## config.mk

```make
export PLATFORM = sky130hd
export DESIGN_NAME = interval_timer_group_core
export DESIGN_NICKNAME = d
export VERILOG_FILES = /design/src/hdl/itg_pkg.sv /design/src/hdl/itg_state_ram.sv /design/src/hdl/itg_chan.sv /design/src/hdl/interval_timer_group_core.sv
export SDC_FILE = /design/constraint.sdc
export NUM_CORES = 1
export LEC_CHECK = 0
export BUFFER_PORTS_ARGS = -buffer_cell sky130_fd_sc_hd__buf_4
export CORE_MARGIN = 2
export CORE_UTILIZATION = 29
export CTS_BUF_LIST = sky130_fd_sc_hd__clkbuf_4
export DETAILED_ROUTE_END_ITERATION = 6
export MAX_ROUTING_LAYER = met4
export PLACE_DENSITY = 0.41
export SYNTH_ARGS = -nofsm -noshare
export SYNTH_HDL_FRONTEND = slang
export SYNTH_HIERARCHICAL = 1
export SYNTH_SLANG_ARGS = --single-unit
```

## constraint.sdc

```tcl
create_clock -name clock -period 10.5 [get_ports clock]
set_clock_uncertainty 0.2 [all_clocks]
set_input_delay 0.525 -clock clock [delete_from_list [all_inputs] [get_ports clock]]
set_output_delay 0.525 -clock clock [all_outputs]
set_load 0.01 [all_outputs]
```

## src/hdl/itg_pkg.sv

```systemverilog
// Shared constants, codes and types of the interval timer group.
package itg_pkg;

   localparam int NUM_GROUPS_DEF  = 3;
   localparam int COUNT_WIDTH_DEF = 16;
   localparam int NUM_CHANS       = 3;

   localparam int GROUP_W  = 2;
   localparam int OFFSET_W = 2;
   localparam int DATA_W   = 8;

   localparam logic       FUNC_WRITE  = 1'b0;
   localparam logic       FUNC_TICK   = 1'b1;
   localparam logic [1:0] OFFSET_CTRL = 2'd3;

   localparam logic [1:0] LATCH_LOW  = 2'd1;
   localparam logic [1:0] LATCH_HIGH = 2'd2;
   localparam logic [1:0] LATCH_BOTH = 2'd3;

   localparam logic [2:0] CLK_MODE_ONESHOT = 3'd1;
   localparam logic [2:0] CLK_MODE_SQUARE  = 3'd3;

   typedef struct packed {
      logic       hold;
      logic [1:0] latch_mode;
      logic       latch_toggle;
      logic [2:0] clock_mode;
      logic       out_level;
      logic       prev_gate;
      logic       gate_level;
   } chan_ctl_type;

   localparam int CTL_W = $bits(chan_ctl_type);

   typedef struct packed {
      logic wr_ctrl;
      logic wr_count;
      logic tick;
      logic gate;
   } chan_op_type;

endpackage

```

## src/hdl/itg_state_ram.sv

```systemverilog
// Synchronous group state memory, one row per group, rows read as zero until written.
module itg_state_ram #(
   parameter int DEPTH = itg_pkg::NUM_GROUPS_DEF,
   parameter int WIDTH = 1,
   parameter int AW    = (DEPTH > 1) ? $clog2(DEPTH) : 1
) (
   input  logic             clock,
   input  logic             reset,
   input  logic             rd_en,
   input  logic [AW-1:0]    rd_addr,
   output logic [WIDTH-1:0] rd_data,
   input  logic             wr_en,
   input  logic [AW-1:0]    wr_addr,
   input  logic [WIDTH-1:0] wr_data
);
   import itg_pkg::*;

   logic [WIDTH-1:0] mem [DEPTH];
   logic [DEPTH-1:0] valid_ff;
   logic [WIDTH-1:0] rd_data_ff;
   logic             rd_valid_ff;

   always_ff @(posedge clock) begin
      if (wr_en) begin
         mem[wr_addr] <= wr_data;
      end
      if (rd_en) begin
         rd_data_ff <= mem[rd_addr];
      end
   end

   always_ff @(posedge clock) begin
      if (reset) begin
         valid_ff    <= '0;
         rd_valid_ff <= 1'b0;
      end else begin
         if (wr_en) begin
            valid_ff[wr_addr] <= 1'b1;
         end
         if (rd_en) begin
            rd_valid_ff <= valid_ff[rd_addr];
         end
      end
   end

   assign rd_data = rd_valid_ff ? rd_data_ff : '0;

endmodule

```

## src/hdl/itg_chan.sv

```systemverilog
// Next-state logic of one counter channel for a control write, count write or tick.
module itg_chan #(
   parameter int COUNT_WIDTH = itg_pkg::COUNT_WIDTH_DEF
) (
   input  itg_pkg::chan_ctl_type         ctl_cur,
   input  logic [COUNT_WIDTH-1:0]        ic_cur,
   input  logic [COUNT_WIDTH-1:0]        rem_cur,
   input  itg_pkg::chan_op_type          op,
   input  logic [itg_pkg::DATA_W-1:0]    data,
   output itg_pkg::chan_ctl_type         ctl_nxt,
   output logic [COUNT_WIDTH-1:0]        ic_nxt,
   output logic [COUNT_WIDTH-1:0]        rem_nxt
);
   import itg_pkg::*;

   logic [15:0]            ic_wide;
   logic [COUNT_WIDTH-1:0] rem_dec;
   logic [COUNT_WIDTH-1:0] rem_sq;

   assign ic_wide = 16'(ic_cur);
   assign rem_dec = rem_cur - COUNT_WIDTH'(1);
   assign rem_sq  = {rem_dec[COUNT_WIDTH-1:1], 1'b0};

   always_comb begin
      ctl_nxt = ctl_cur;
      ic_nxt  = ic_cur;
      rem_nxt = rem_cur;
      if (op.wr_ctrl) begin
         ctl_nxt.hold         = 1'b1;
         ctl_nxt.latch_mode   = data[5:4];
         ctl_nxt.clock_mode   = data[3:1];
         ctl_nxt.latch_toggle = 1'b0;
         ctl_nxt.out_level    = (data[3:1] == CLK_MODE_ONESHOT);
      end else if (op.wr_count) begin
         case (ctl_cur.latch_mode)
            LATCH_LOW: begin
               ic_nxt       = COUNT_WIDTH'(data);
               ctl_nxt.hold = 1'b0;
            end
            LATCH_HIGH: begin
               ic_nxt       = COUNT_WIDTH'({data, 8'h00});
               ctl_nxt.hold = 1'b0;
            end
            LATCH_BOTH: begin
               if (!ctl_cur.latch_toggle) begin
                  ic_nxt               = COUNT_WIDTH'({ic_wide[15:8], data});
                  ctl_nxt.latch_toggle = 1'b1;
               end else begin
                  ic_nxt               = COUNT_WIDTH'({data, ic_wide[7:0]});
                  ctl_nxt.hold         = 1'b0;
                  ctl_nxt.latch_toggle = 1'b0;
               end
            end
            default: begin
            end
         endcase
         if (ctl_cur.hold && !ctl_nxt.hold) begin
            rem_nxt = COUNT_WIDTH'(1);
         end
      end else if (op.tick) begin
         ctl_nxt.prev_gate  = ctl_cur.gate_level;
         ctl_nxt.gate_level = op.gate;
         if (!ctl_cur.hold) begin
            case (ctl_cur.clock_mode)
               CLK_MODE_ONESHOT: begin
                  if (!ctl_cur.gate_level && op.gate) begin
                     ctl_nxt.out_level = 1'b0;
                     rem_nxt           = ic_cur;
                  end else begin
                     rem_nxt = rem_dec;
                     if (rem_dec == '0) begin
                        ctl_nxt.out_level = 1'b1;
                     end
                  end
               end
               CLK_MODE_SQUARE: begin
                  if (rem_sq == '0) begin
                     ctl_nxt.out_level = !ctl_cur.out_level;
                     rem_nxt           = ic_cur;
                  end else begin
                     rem_nxt = rem_sq;
                  end
               end
               default: begin
               end
            endcase
         end
      end
   end

endmodule

```

## src/hdl/interval_timer_group_core.sv

```systemverilog
// Top level of the interval timer group: transaction control around the group state memory.
//
// Usage:
//   req_* carries one transaction: a register write (req_func = 0) to a
//   control word (offset 3) or a count byte (offsets 0 to 2) of one group, or
//   a tick (req_func = 1) with per-channel clock enables and gate levels.
//   rsp_* returns one transaction per request: the three channel output
//   levels of the addressed group after the request has taken effect. A group
//   beyond the configured number changes nothing and returns zero.
// Timing:
//   The group's row is read from the state memory on acceptance, updated in
//   ST_EXEC and written back when the transaction finishes, which also loads
//   the response register. rsp_valid rises as ST_EXEC finishes; a new
//   request is taken only in ST_IDLE, after the read-modify-write of the
//   previous request's memory row is done.
// Reset:
//   All channels of every group read as zero after reset; no sweep is needed.
// Stall:
//   A waiting response does not block the next acceptance; the update of
//   that next transaction waits until the response register has been taken.
module interval_timer_group_core #(
   parameter int NUM_GROUPS  = itg_pkg::NUM_GROUPS_DEF,
   parameter int COUNT_WIDTH = itg_pkg::COUNT_WIDTH_DEF
) (
   input  logic                             clock,
   input  logic                             reset,
   input  logic                             req_valid,
   output logic                             req_ready,
   input  logic                             req_func,
   input  logic [itg_pkg::GROUP_W-1:0]      req_group,
   input  logic [itg_pkg::OFFSET_W-1:0]     req_offset,
   input  logic [itg_pkg::DATA_W-1:0]       req_data,
   input  logic [itg_pkg::NUM_CHANS-1:0]    req_clock_enables,
   input  logic [itg_pkg::NUM_CHANS-1:0]    req_gates,
   output logic                             rsp_valid,
   input  logic                             rsp_ready,
   output logic [itg_pkg::NUM_CHANS-1:0]    rsp_channel_outputs
);
   import itg_pkg::*;

   localparam int GIDX_W = (NUM_GROUPS > 1) ? $clog2(NUM_GROUPS) : 1;
   localparam int CH_W   = CTL_W + 2 * COUNT_WIDTH;
   localparam int ROW_W  = NUM_CHANS * CH_W;

   typedef enum logic {ST_IDLE, ST_EXEC} state_type;

   state_type               state_ff, state_in;
   logic                    rsp_valid_ff, rsp_valid_in;
   logic [NUM_CHANS-1:0]    rsp_outputs_ff, rsp_outputs_in;
   logic                    func_ff;
   logic [OFFSET_W-1:0]     offset_ff;
   logic [DATA_W-1:0]       data_ff;
   logic [NUM_CHANS-1:0]    en_ff;
   logic [NUM_CHANS-1:0]    gates_ff;
   logic                    in_range_ff;
   logic [GIDX_W-1:0]       gidx_ff;

   logic                    accept;
   logic                    req_in_range;
   logic                    finish;
   logic [ROW_W-1:0]        rd_row;
   logic [ROW_W-1:0]        wr_row;
   logic [NUM_CHANS-1:0]    new_outputs;

   assign req_ready    = (state_ff == ST_IDLE);
   assign accept       = req_valid && req_ready;
   assign req_in_range = (32'(req_group) < NUM_GROUPS);
   assign finish       = (state_ff == ST_EXEC) && (!rsp_valid_ff || rsp_ready);

   itg_state_ram #(
      .DEPTH (NUM_GROUPS),
      .WIDTH (ROW_W),
      .AW    (GIDX_W)
   ) u_ram (
      .clock   (clock),
      .reset   (reset),
      .rd_en   (accept && req_in_range),
      .rd_addr (GIDX_W'(req_group)),
      .rd_data (rd_row),
      .wr_en   (finish && in_range_ff),
      .wr_addr (gidx_ff),
      .wr_data (wr_row)
   );

   for (genvar n = 0; n < NUM_CHANS; n++) begin : g_chan
      chan_ctl_type           ctl_cur, ctl_nxt;
      logic [COUNT_WIDTH-1:0] ic_nxt, rem_nxt;
      chan_op_type            op;

      assign ctl_cur     = chan_ctl_type'(rd_row[n*CH_W + 2*COUNT_WIDTH +: CTL_W]);
      assign op.wr_ctrl  = (func_ff == FUNC_WRITE) && (offset_ff == OFFSET_CTRL)
                           && (data_ff[7:6] == 2'(n));
      assign op.wr_count = (func_ff == FUNC_WRITE) && (offset_ff == 2'(n));
      assign op.tick     = (func_ff == FUNC_TICK) && en_ff[n];
      assign op.gate     = gates_ff[n];

      itg_chan #(
         .COUNT_WIDTH (COUNT_WIDTH)
      ) u_chan (
         .ctl_cur (ctl_cur),
         .ic_cur  (rd_row[n*CH_W + COUNT_WIDTH +: COUNT_WIDTH]),
         .rem_cur (rd_row[n*CH_W +: COUNT_WIDTH]),
         .op      (op),
         .data    (data_ff),
         .ctl_nxt (ctl_nxt),
         .ic_nxt  (ic_nxt),
         .rem_nxt (rem_nxt)
      );

      assign wr_row[n*CH_W +: CH_W] = {ctl_nxt, ic_nxt, rem_nxt};
      assign new_outputs[n]         = ctl_nxt.out_level;
   end

   always_comb begin
      state_in       = state_ff;
      rsp_valid_in   = rsp_valid_ff && !rsp_ready;
      rsp_outputs_in = rsp_outputs_ff;
      case (state_ff)
         ST_IDLE: begin
            if (accept) begin
               state_in = ST_EXEC;
            end
         end
         ST_EXEC: begin
            if (finish) begin
               state_in       = ST_IDLE;
               rsp_valid_in   = 1'b1;
               rsp_outputs_in = in_range_ff ? new_outputs : '0;
            end
         end
         default: begin
            state_in = ST_IDLE;
         end
      endcase
   end

   always_ff @(posedge clock) begin
      if (reset) begin
         state_ff     <= ST_IDLE;
         rsp_valid_ff <= 1'b0;
      end else begin
         state_ff     <= state_in;
         rsp_valid_ff <= rsp_valid_in;
      end
      rsp_outputs_ff <= rsp_outputs_in;
      if (accept) begin
         func_ff     <= req_func;
         offset_ff   <= req_offset;
         data_ff     <= req_data;
         en_ff       <= req_clock_enables;
         gates_ff    <= req_gates;
         in_range_ff <= req_in_range;
         gidx_ff     <= GIDX_W'(req_group);
      end
   end

   assign rsp_valid           = rsp_valid_ff;
   assign rsp_channel_outputs = rsp_outputs_ff;

endmodule
```

After elaboration in Yosys (flattened, before gate mapping) --
Memories as Yosys holds them, arrays and structs flattened. A register that Yosys moved wholly into a read port is not among the register bits. Index checks and enable logic that the tools add are counted.
Storage, ports and cells: word-level logic and storage cells 201, bits of input ports 23, output and inout bits 5, bits in writable memories 378, register bits 29, memories 1
Cells by class: equality and inequality tests 21, $add $sub $neg 3, bitwise operators 3, order comparisons 4, mux-type cells 111, reductions and logical operators 46
Memory list:
- u_ram.mem | words 3, bits a word 126, read ports 1, clocked after memory_dff 1, wr ports 1, RTL line itg_state_ram.sv:18 | logic [WIDTH-1:0] mem [DEPTH];
Operators by type and width (count):
- $mux W16 | 30
- $pmux W16 S3 | 3
- $mux W126 | 1
- $logic_not A16 Y1 | 6
- $pmux W16 S2 | 3
- $mux W1 | 50
- $sub A16 B1 Y16 const B | 3
- $mux W3 | 9
- $logic_and A1 B1 Y1 | 22
- $eq A2 B2 Y1 const B | 9
- $pmux W1 S2 | 7
- $eq A3 B1 Y1 const B | 4
- $mux W2 | 6
- $logic_not A1 Y1 | 11
- $eq A2 B1 Y1 const B | 5
- $eq A3 B2 Y1 const B | 3
- $lt A2 B3 Y1 const B | 2
- $reduce_or A2 Y1 | 3
- $logic_not A2 Y1 | 2
- $or A3 B3 Y3 | 1
- $bmux W1 S2 | 1
- $demux W1 S2 | 1
- $ge A2 B1 Y1 const B | 1
- $lt A2 B2 Y1 const B | 1
- 3 further kinds | 4

Depth between registers and ports, before layout --
Gate-level depths: netlist of the first run.
depth after elaboration 11, depth in mapped cells 13, depth with buffers taken out 10

By module --
The synthesis of the first run kept the hierarchy.
Modules (own cells, without submodules):
- itg_state_ram | area an instance 18763.0 µm², cells each 1083, times used 1
- itg_chan (g_chan[1].u_chan ...) | area an instance 1966.9 µm², cells each 308, times used 2
- itg_chan (g_chan[0].u_chan) | area an instance 1759.2 µm², cells each 287, times used 1
- interval_timer_group_core | area an instance 900.9 µm², cells each 49, times used 1

Worst setup path before layout of the first run --
Ideal clock, no wire load.
kind input to register, start input rsp_ready, end memory u_ram/mem[0][0] (netlist bit) (enable), stages on the path 3, arrival 9891 ps, buffers on the path 0, slack -385 ps, cell sequence nand2b_1 and3_1 nor3b_1
On the way: longest elaborated chain between the ends 5
RTL lines:
- start, declared | RTL line interval_timer_group_core.sv:36 | input logic rsp_ready,
- $logic_or A1 B1 Y1 | RTL line interval_timer_group_core.sv:68 | assign finish = (state_ff == ST_EXEC) && (!rsp_valid_ff || rsp_ready);
- $logic_and A1 B1 Y1 | RTL line interval_timer_group_core.sv:68
- $logic_and A1 B1 Y1 | RTL line interval_timer_group_core.sv:80 | .wr_en (finish && in_range_ff),
- $mux W1 | RTL line itg_state_ram.sv:24 | if (wr_en) begin
- $mux W1 (implied by the code) | RTL line itg_state_ram.sv:25 | mem[wr_addr] <= wr_data;
- end, declared | RTL line itg_state_ram.sv:18
No other way between the ends.

Worst setup path after layout of the first run --
start register u_ram.rd_valid_ff, end memory u_ram/mem[2][10] (netlist bit) (data pin)
On the way: elaborated cells on any way between the ends 25
RTL lines:
- start, declared | RTL line itg_state_ram.sv:21 | logic rd_valid_ff;
- start signal, assigned | RTL line itg_state_ram.sv:41 | rd_valid_ff <= valid_ff[rd_addr];
- $mux W126 * | RTL line itg_state_ram.sv:46 | assign rd_data = rd_valid_ff ? rd_data_ff : '0;
- via rd_row[0] | RTL line interval_timer_group_core.sv:61 | logic [ROW_W-1:0] rd_row;
- $sub A16 B1 Y16 * | RTL line itg_chan.sv:21 | assign rem_dec = rem_cur - COUNT_WIDTH'(1);
- $logic_not A16 Y1 | RTL line itg_chan.sv:77 | if (rem_sq == '0) begin
- $mux W16 | RTL line itg_chan.sv:77
- $pmux W16 S2 * | RTL line itg_chan.sv:64 | case (ctl_cur.clock_mode)
- $mux W16 * | RTL line itg_chan.sv:63 | if (!ctl_cur.hold) begin
- $mux W16 * | RTL line itg_chan.sv:60 | end else if (op.tick) begin
- $mux W16 * | RTL line itg_chan.sv:34 | end else if (op.wr_count) begin
- $mux W16 * | RTL line itg_chan.sv:28 | if (op.wr_ctrl) begin
- via g_chan[0].rem_nxt[10] | RTL line interval_timer_group_core.sv:87 | logic [COUNT_WIDTH-1:0] ic_nxt, rem_nxt;
The timed path passes the listed nets; every way through them passes the cells marked *. The select of a mux whose other input is x is not followed.

==> run_results.csv, run 1 <==
group,metric,value,unit
outcome,status,"completed",
power_and_ir_drop,p_leak,9.70,nW
clock_tree,tritoncts.num_buffers,147,
clock_tree,cts_tree,"built",
power_and_ir_drop,power.density_cell_area,165,nW/um2
grt,grt_overflow_total,0,
synth,netlist_area,24900,um2
timing,final-max-slew-violation-count,0,
worst_setup_path,worstPathBufferInverterCount,2,
power_and_ir_drop,worst_vdd_ir,80.6,uV
clock_tree,post-cts-setup-buffer-count,0,
clock_tree,cts_hold_repair.buffers,39,
finish,multi_input_area,8600,um2
placement,finalWeightedCongestion,0.854,
finish,design_area,28600,um2
timing,grt_setup_unrepaired,"no",
worst_setup_path,cp_cell_sequence,"buf_4 > and2_1 > inv_1 > ha_1 > nor3b_4 > o2bb2ai_1 > a311oi_1 > o21ai_2 > or4_1 > o21ai_1",
timing,setup_viol,0,
hold_path,min_from,"reset",
grt,antenna_found_initial,5,
hold_path,min_path_type,"in2reg",
finish,finalNonFillerCells,3392,
clock_tree,clock_insertion_delay_worst_skew,1.06,ns
die,die_height,297,um
timing,final.period_utilization,41.3,%
synth,yosys_warnings,6,
finish,finish.net_count,2162,
route,detail_route.iter0.violations,1090,
synth,syn_area_per_cell,12.4,um2
die,pin_count,28,
run,maxCapViolCount,0,
worst_setup_path,critPathMaxFanout,41,
synth,post_synth_inst_count,2008,
finish,mostFrequentLayoutCell,"sky130_fd_sc_hd__edfxtp_1",
timing,hold-worst-slack,0.145,ns
route,drtPass1Iterations,7,
route,detailroute.via_count,16992,
timing,fmax,0.231,GHz
clock_tree,cts_max_level,4,
clock_tree,cts_root_buffer,"sky130_fd_sc_hd__clkbuf_4",
worst_setup_path,worst-endpoint-arrival,4.93,ns
finish,area.sequential,15600,um2
worst_setup_path,cpLargestDelayFamily,"simple AND/OR/NAND/NOR gates",
worst_setup_path,worstSetupStartpointType,"flop",
route,wire_per_inst,20.5,um
finish,postLayoutCoreUtil,33.6,%
finish,layout.cells.most_common_list,"515 x sky130_fd_sc_hd__edfxtp_1, 222 x sky130_fd_sc_hd__clkbuf_4, 209 x sky130_fd_sc_hd__nand2_1",
worst_setup_path,cp-startpoint,"u_ram/rd_valid_ff$_SDFFE_PP0P_",
synth,synth_nets,2037,
timing,final_hold_viol_count,0,
finish,layout_area_growth_over_synthesis,14.8,%
clock_tree,number_of_sinks_on_the_clock_net,521,
worst_setup_path,worst-endpoint-required,11.09,ns
route,avgViaCountPerCell,5.01,
grt,globalRouteTotalUtil,16.2,%
timing,timing_worst_slew_pin_value,1.30,ns
grt,grt_first_pass_wirelength,105,mm
worst_setup_path,criticalPathCategory,"reg2reg",
die,fp-row-count,107,
finish,nFillCells,8530,
route,route.detailed.drc,0,
placement,dpl.cell_count,3089,
grt,pin_count_of_the_biggest_net_entering_global_routing,215,
placement,hpwl,41.7,mm
worst_setup_path,cpMaxStageDelayCell,"sky130_fd_sc_hd__or4_1",
die,die-width,297,um
grt,via_count_of_the_first_global_routing_pass,17162,
die,design.core.area,85100,um2
die,fp.dieArea,88200,um2
worst_setup_path,timing.critical_path.to_type,"flop",
route,route.antenna.remaining_nets,0,
worst_setup_path,cp_max_stage_delay,0.78,ns
placement,post_dp_cell_area,26200,um2
die,initial_core_util,29.2,%
timing,timing.setup.tns,0,ns
route,route.final.wire_length,69.6,mm
clock_tree,cts.clk_slew.worst_paths,0.07,ns
worst_setup_path,timing.rr.start,"u_ram/rd_valid_ff$_SDFFE_PP0P_",
placement,io_buffers,27,
clock_tree,clockBufferDepth,3,
finish,layout-drive-gt1-share,16.9,%
timing,timing.final.crit_period,4.34,ns
clock_tree,post_cts_resize_count,0,
timing,maxSlewHeadroom,13.2,%
[area by class of cell]
cell class / instances / area share [%]
Multi-Input combinational cell: 1327 / 30.1
Clock buffer: 222 / 5.83
Timing Repair Buffer: 103 / 3.14
Tap cell: 1144 / 5.01
Inverter: 33 / 0.433
Antenna cell: 12 / 0.105
Sequential cell: 521 / 54.6
Clock inverter: 30 / 0.836
[path summary, 6_finish.rpt]
path / endpoint / slack, ns / depth (start not counted)
worst max register to register: u_ram/mem[2][10]$_DFFE_PP_ / 6.16 / 10
worst max-delay path: u_ram/mem[2][10]$_DFFE_PP_ / 6.16 / 10
worst min-delay path: u_ram/valid_ff[2]$_SDFFE_PP0P_ / 0.15 / 3
worst min register to register: u_ram/valid_ff[2]$_SDFFE_PP0P_ / 0.27 / 2
[state kept, by name, indices dropped and copies added, names as in the netlist, 2 cells and up]
register / flops
u_ram/mem: 369
data_ff: 8
offset_ff: 2
rsp_channel_outputs: 3
u_ram/valid_ff: 3
en_ff: 3
gidx_ff: 2
gates_ff: 3
u_ram/rd_data_ff: 123
[per-stage QoR]
| stage | power [mW] | setup slack (ns) |
|---|---|---|
| 3_5_place_dp | 2.85 | 6.06 |
| 2_1_floorplan | 2.72 | 2.51 |
| 4_1_cts | 4.82 | 5.95 |
| 6_report | 4.72 | 6.16 |
| 3_3_place_gp | 2.85 | 6.10 |
| 5_1_grt | 4.97 | 5.87 |
[per-layer routing]
layer | track usage [%] | up-vias | routed length (um)
met3 | 3.53 | 122 | 3750
met2 | 24.6 | 469 | 32100
met5 | - | - | 0
met1 | 21.3 | 8403 | 32200
li1 | - | 7998 | -
met4 | 5.84 | 0 | 1520
[worst reg2reg max path, stage by stage, from the launching register on]
cell                        delay (ns)
sky130_fd_sc_hd__dfxtp_4          0.57
sky130_fd_sc_hd__buf_4            0.46
sky130_fd_sc_hd__and2_1           0.44
sky130_fd_sc_hd__inv_1            0.10
sky130_fd_sc_hd__ha_1             0.30
sky130_fd_sc_hd__nor3b_4          0.21
sky130_fd_sc_hd__o2bb2ai_1        0.15
sky130_fd_sc_hd__a311oi_1         0.32
sky130_fd_sc_hd__o21ai_2          0.17
sky130_fd_sc_hd__or4_1            0.78
sky130_fd_sc_hd__o21ai_1          0.36
[report_power, final]
part,leakage [nW],switching [mW],internal (mW),total (mW)
combinational,3.70,0.293,0.142,0.436
clock,1.13,0.870,1.04,1.91
sequential,4.87,0.0230,2.36,2.38
Note: power is estimated with default switching activity, not from simulation.
==> run 2, diff against run 1 <==
- PLACE_DENSITY: 0.41 -> 0.4
- clock period: 10.5 -> 4.48 ns (I/O delays scaled with it)
==> run_results.csv, run 2 (synthesis results as in run 1) <==
group,metric,value,unit
timing,timing.final.crit_period,3.69,ns
clock_tree,number_of_sinks_on_the_clock_net,521,
route,avgViaCountPerCell,4.97,
timing,fmax,0.271,GHz
die,initial_core_util,29.2,%
grt,antenna_found_initial,4,
route,detailroute.via_count,16990,
worst_setup_path,worstPathBufferInverterCount,2,
worst_setup_path,criticalPathCategory,"reg2reg",
grt,globalRouteTotalUtil,17.0,%
timing,final_hold_viol_count,0,
timing,timing_worst_slew_pin_value,1.03,ns
hold_path,min_path_type,"in2reg",
worst_setup_path,worst-endpoint-required,5.04,ns
finish,most_flops_register,"u_ram/mem",
die,fp.dieArea,88200,um2
outcome,status,"completed",
worst_setup_path,worst-endpoint-arrival,4.25,ns
run,maxCapViolCount,0,
clock_tree,tritoncts.num_buffers,151,
placement,pre_cts_ws,0.734,ns
finish,multi_input_area,8590,um2
finish,largest_registers,"u_ram/mem: 369 flops, u_ram/rd_data_ff: 123 flops, data_ff: 8 flops",
route,route.final.wire_length,73.4,mm
route,drtPass1Iterations,5,
finish,nFillCells,8554,
route,route.detailed.drc,0,
finish,area.sequential,15600,um2
finish,layout.cells.most_common_list,"515 x sky130_fd_sc_hd__edfxtp_1, 224 x sky130_fd_sc_hd__clkbuf_4, 209 x sky130_fd_sc_hd__nand2_1",
die,pin_count,28,
clock_tree,clockBufferDepth,3,
placement,finalWeightedCongestion,0.854,
die,design.core.area,85100,um2
timing,setup_viol,0,
timing,final.period_utilization,82.4,%
clock_tree,cts_tree,"built",
grt,grt_overflow_total,0,
timing,final-max-slew-violation-count,0,
worst_setup_path,cp_max_stage_delay,0.74,ns
worst_setup_path,critPathMaxFanout,87,
power_and_ir_drop,worst_vdd_ir,223,uV
worst_setup_path,worstSetupStartpointType,"flop",
route,detail_route.iter0.violations,1111,
placement,dpl.cell_count,3111,
placement,post_dp_cell_area,26400,um2
clock_tree,post_cts_resize_count,0,
placement,hpwl,44.7,mm
grt,grt_first_pass_wirelength,109,mm
die,die-width,297,um
power_and_ir_drop,power.density_cell_area,386,nW/um2
clock_tree,cts_max_level,4,
finish,layout-drive-gt1-share,17.4,%
route,wire_per_inst,21.5,um
timing,final.setup.worst_slack,0.787,ns
clock_tree,cts_root_buffer,"sky130_fd_sc_hd__clkbuf_4",
timing,timing.setup.tns,0,ns
die,die_height,297,um
finish,largest_reg_flops,369,
finish,design_area,28800,um2
grt,via_count_of_the_first_global_routing_pass,17014,
worst_setup_path,cpMaxStageDelayCell,"sky130_fd_sc_hd__nor4_4",
placement,io_buffers,27,
finish,layout_area_growth_over_synthesis,15.7,%
worst_setup_path,timing.critical_path.to_type,"flop",
die,fp-row-count,107,
finish,mostFrequentLayoutCell,"sky130_fd_sc_hd__edfxtp_1",
finish,finish.net_count,2192,
grt,pin_count_of_the_biggest_net_entering_global_routing,104,
finish,finalNonFillerCells,3419,
worst_setup_path,cp_cell_sequence,"buf_12 > and2_1 > inv_1 > ha_1 > xnor2_1 > nand4bb_2 > nor4_4 > o21ai_1 > a31oi_1",
timing,maxSlewHeadroom,31.1,%
route,route.antenna.remaining_nets,0,
worst_setup_path,cpLargestDelayFamily,"simple AND/OR/NAND/NOR gates",
clock_tree,clock_insertion_delay_worst_skew,0.99,ns
power_and_ir_drop,p_leak,9.83,nW
timing,grt_setup_unrepaired,"no",
clock_tree,cts.clk_slew.worst_paths,0.06,ns
[run 2: final cells by class]
type                            instances  area share, %
Inverter                               33          0.430
Clock buffer                          224           5.84
Tap cell                             1144           4.97
Sequential cell                       521           54.1
Multi-Input combinational cell       1327           29.8
Clock inverter                         34          0.752
Antenna cell                            7         0.0608
Timing Repair Buffer                  129           3.95
[run 2: where the power goes]
group | switching, mW | leakage (nW) | internal, mW | total (mW)
clock | 2.04 | 1.13 | 2.43 | 4.47
sequential | 0.0530 | 4.87 | 5.52 | 5.58
combinational | 0.709 | 3.83 | 0.350 | 1.06
[run 2: tightest hold or removal path, delay by kind of cell]
family	cells	cell delay, ns
compound gates	1	0.13
simple gates	1	0.16
buf+inv	2	0.68
[run 2: per-stage QoR]
step	total power [mW]	hold WS, ns	util (%)
after floorplan	6.35	0.0931	-
after global placement	6.71	0.205	31.1
after detailed placement	6.72	0.204	31.1
after CTS	11.3	0.0920	33.8
after global routing	11.7	0.133	33.8
final	11.1	0.222	33.8
[run 2: final timing paths]
path,end,slack (ns),cells past startpoint,start
hold / removal,u_ram/rd_data_ff[31]$_DFFE_PP_,0.22,4,req_valid
setup reg to reg,u_ram/mem[2][95]$_DFFE_PP_,0.79,9,u_ram/rd_valid_ff$_SDFFE_PP0P_
setup / recovery,u_ram/mem[2][95]$_DFFE_PP_,0.79,9,u_ram/rd_valid_ff$_SDFFE_PP0P_
hold reg to reg,u_ram/valid_ff[0]$_SDFFE_PP0P_,0.27,2,u_ram/valid_ff[0]$_SDFFE_PP0P_
[run 2: routing by layer]
layer  up-vias  track usage, %  share of wire [%]
li1       8038               -                  -
met5         -               -                  0
met4         0            5.66                2.1
met2       455            25.4                 45
met3       125            3.80                5.3
met1      8372            22.7                 47
[run 2: timing repair]
action,in CTS,in global routing
hold buffers,43,0
buffers inserted,0,0
endpoints found under the hold margin,262,0
==> run 3, diff against run 2 <==
- clock period: 4.48 -> 3.5 ns (I/O delays scaled with it)
==> run_results.csv, run 3 (synthesis results as in run 1) <==
group,metric,value,unit
timing,grt_setup_unrepaired,"no",
grt,grt-busiest-layer,"met2",
grt,globalRouteTotalUtil,17.0,%
power_and_ir_drop,worst_vdd_ir,288,uV
outcome,status,"completed",
route,drtPass1Iterations,5,
clock_tree,cts_root_buffer,"sky130_fd_sc_hd__clkbuf_4",
finish,layout.cells.most_common_list,"515 x sky130_fd_sc_hd__edfxtp_1, 217 x sky130_fd_sc_hd__clkbuf_4, 209 x sky130_fd_sc_hd__nand2_1",
timing,final.period_utilization,92.2,%
grt,grt.met2_usage,25.7,%
die,fp.dieArea,88200,um2
route,detail_route.iter0.violations,1207,
worst_setup_path,criticalPathCategory,"reg2reg",
worst_setup_path,worst-endpoint-required,4.08,ns
worst_setup_path,timing.critical_path.to_type,"flop",
grt,grt_first_pass_wirelength,110,mm
finish,most_flops_register,"u_ram/mem",
worst_setup_path,worst-r2r-cell-count,9,
worst_setup_path,worst-endpoint-arrival,3.80,ns
worst_setup_path,critPathMaxFanout,43,
worst_setup_path,cp_num_cells,9,
worst_setup_path,worstPathBufferInverterCount,2,
finish,largest_reg_flops,369,
timing,hold-worst-slack,0.218,ns
worst_setup_path,cpLargestDelayFamily,"simple AND/OR/NAND/NOR gates",
worst_setup_path,cp_common_cell,"sky130_fd_sc_hd__or4_1",
die,die-width,297,um
placement,finalWeightedCongestion,0.830,
hold_path,min_path_type,"in2reg",
finish,mostFrequentLayoutCell,"sky130_fd_sc_hd__edfxtp_1",
die,initial_core_util,29.2,%
worst_setup_path,r2r_end,"u_ram/mem[0][10]$_DFFE_PP_",
die,fp-row-count,107,
die,die_height,297,um
clock_tree,number_of_sinks_on_the_clock_net,521,
worst_setup_path,cp-startpoint,"u_ram/rd_valid_ff$_SDFFE_PP0P_",
clock_tree,tritoncts.num_buffers,152,
route,route.final.wire_length,72.8,mm
clock_tree,cts_max_level,4,
worst_setup_path,worstSetupStartpointType,"flop",
finish,finish.net_count,2246,
finish,area.sequential,15600,um2
worst_setup_path,worst-r2r-setup-slack,0.27,ns
timing,final_hold_viol_count,0,
timing,setup_viol,0,
timing,timing_worst_slew_pin_value,1.02,ns
grt,pin_count_of_the_biggest_net_entering_global_routing,94,
clock_tree,clock_insertion_delay_worst_skew,1.01,ns
timing,maxSlewHeadroom,32.1,%
run,maxCapViolCount,0,
finish,largest_registers,"u_ram/mem: 369 flops, u_ram/rd_data_ff: 123 flops, data_ff: 8 flops",
grt,met3_track_utilization_from_global_routing,3.68,%
finish,layout-drive-gt1-share,19.5,%
grt,via_count_of_the_first_global_routing_pass,17170,
worst_setup_path,timing.rr.start,"u_ram/rd_valid_ff$_SDFFE_PP0P_",
grt,grt.met1_usage,22.6,%
placement,io_buffers,27,
power_and_ir_drop,power.density_cell_area,486,nW/um2
route,avgViaCountPerCell,4.91,
worst_setup_path,cpMaxStageDelayCell,"sky130_fd_sc_hd__dfxtp_4",
route,route.detailed.drc,0,
clock_tree,cts_tree,"built",
die,pin_count,28,
finish,nFillCells,8585,
route,wire_per_inst,20.9,um
worst_setup_path,cp_cell_sequence,"buf_12 > and2_1 > or4_1 > o2bb2ai_1 > a311oi_1 > o21ai_2 > or4_1 > buf_4 > o21ai_1",
timing,final-max-slew-violation-count,0,
timing,timing.final.crit_period,3.23,ns
worst_setup_path,cp_max_stage_delay,0.49,ns
finish,layout_area_growth_over_synthesis,17.7,%
finish,multi_input_area,8610,um2
route,route.antenna.remaining_nets,0,
clock_tree,cts.clk_slew.worst_paths,0.06,ns
finish,postLayoutCoreUtil,34.4,%
power_and_ir_drop,p_leak,10.1,nW
grt,grt_overflow_total,0,
grt,antenna_found_initial,3,
timing,fmax,0.310,GHz
die,design.core.area,85100,um2
placement,hpwl,46.3,mm
power_and_ir_drop,totalPowerFinal,14.2,mW
route,detailroute.via_count,17104,
worst_setup_path,endpoint,"u_ram/mem[0][10]$_DFFE_PP_",
clock_tree,clockBufferDepth,3,
[run 3: cell count changes in the layout (fill, tap and decap cells not counted), sizes merged]
cell         change
clkbuf           -7
dlygate4sd3      +4
inv              +5
buf             +49
clkinvlp         +4
bufinv           -1
clkinv          +10
[run 3: power breakdown]
group	leakage, nW	total [mW]	internal, mW	switching (mW)
clock network	1.13	5.71	3.01	2.70
logic	4.12	1.38	0.485	0.899
registers	4.87	7.15	7.07	0.0825
[run 3: repair_timing]
item,4_1_cts,5_1_grt
hold buffers,47,0
buffers inserted,0,0
endpoints found under the hold margin,339,0
endpoints found under the setup margin,0,4
resized for setup,0,3
[run 3: worst min-delay path by stage]
stage	from	endpoint	slack [ns]	cells past startpoint
after CTS	req_gates[1]	gates_ff[1]$_DFFE_PP_	0.08	3
after global placement	req_data[4]	data_ff[4]$_DFFE_PP_	0.15	1
final	req_gates[1]	gates_ff[1]$_DFFE_PP_	0.22	3
after global routing	req_data[4]	data_ff[4]$_DFFE_PP_	0.12	3
after detailed placement	req_clock_enables[2]	en_ff[2]$_DFFE_PP_	0.15	1
after floorplan	reset	rsp_valid$_SDFF_PP0_	0.04	1
[run 3: stage by stage]
stage | setup WS (ns) | TNS [ns] | instances | area, um2
final | 0.273 | 0 | 3483 | 29300
after CTS | 0.186 | 0 | 3476 | 29300
after global routing | 0.0256 | 0 | 3482 | 29300
after global placement | 0.283 | 0 | 3160 | 26900
after floorplan | -0.889 | -110.09 | 2008 | 24900
after detailed placement | 0.233 | 0 | 3160 | 26900
[run 3: layout make-up]
cell class / instances / share of cell area [%]
sequential: 521 / 53.2
multi-input combinational: 1327 / 29.4
clock buffer: 217 / 5.56
timing repair buffer: 182 / 5.45
tap: 1144 / 4.89
clock inverter: 52 / 1.01
inverter: 33 / 0.423
antenna: 7 / 0.0598
[run 3: worst register-to-register path: cells and delay by family (launching register included)]
kind	cells	cell delay [ns]
AO/OA/AOI/OAI	4	0.81
buffers and inverters	2	0.48
flip-flops	1	0.49
AND/OR/NAND/NOR	3	1.04
[run 3: layer usage]
metal,vias to the layer above,part of all wire (%)
li1,8142,-
met1,8410,47
met2,454,46
met3,98,5.1
met4,0,1.8
met5,-,0
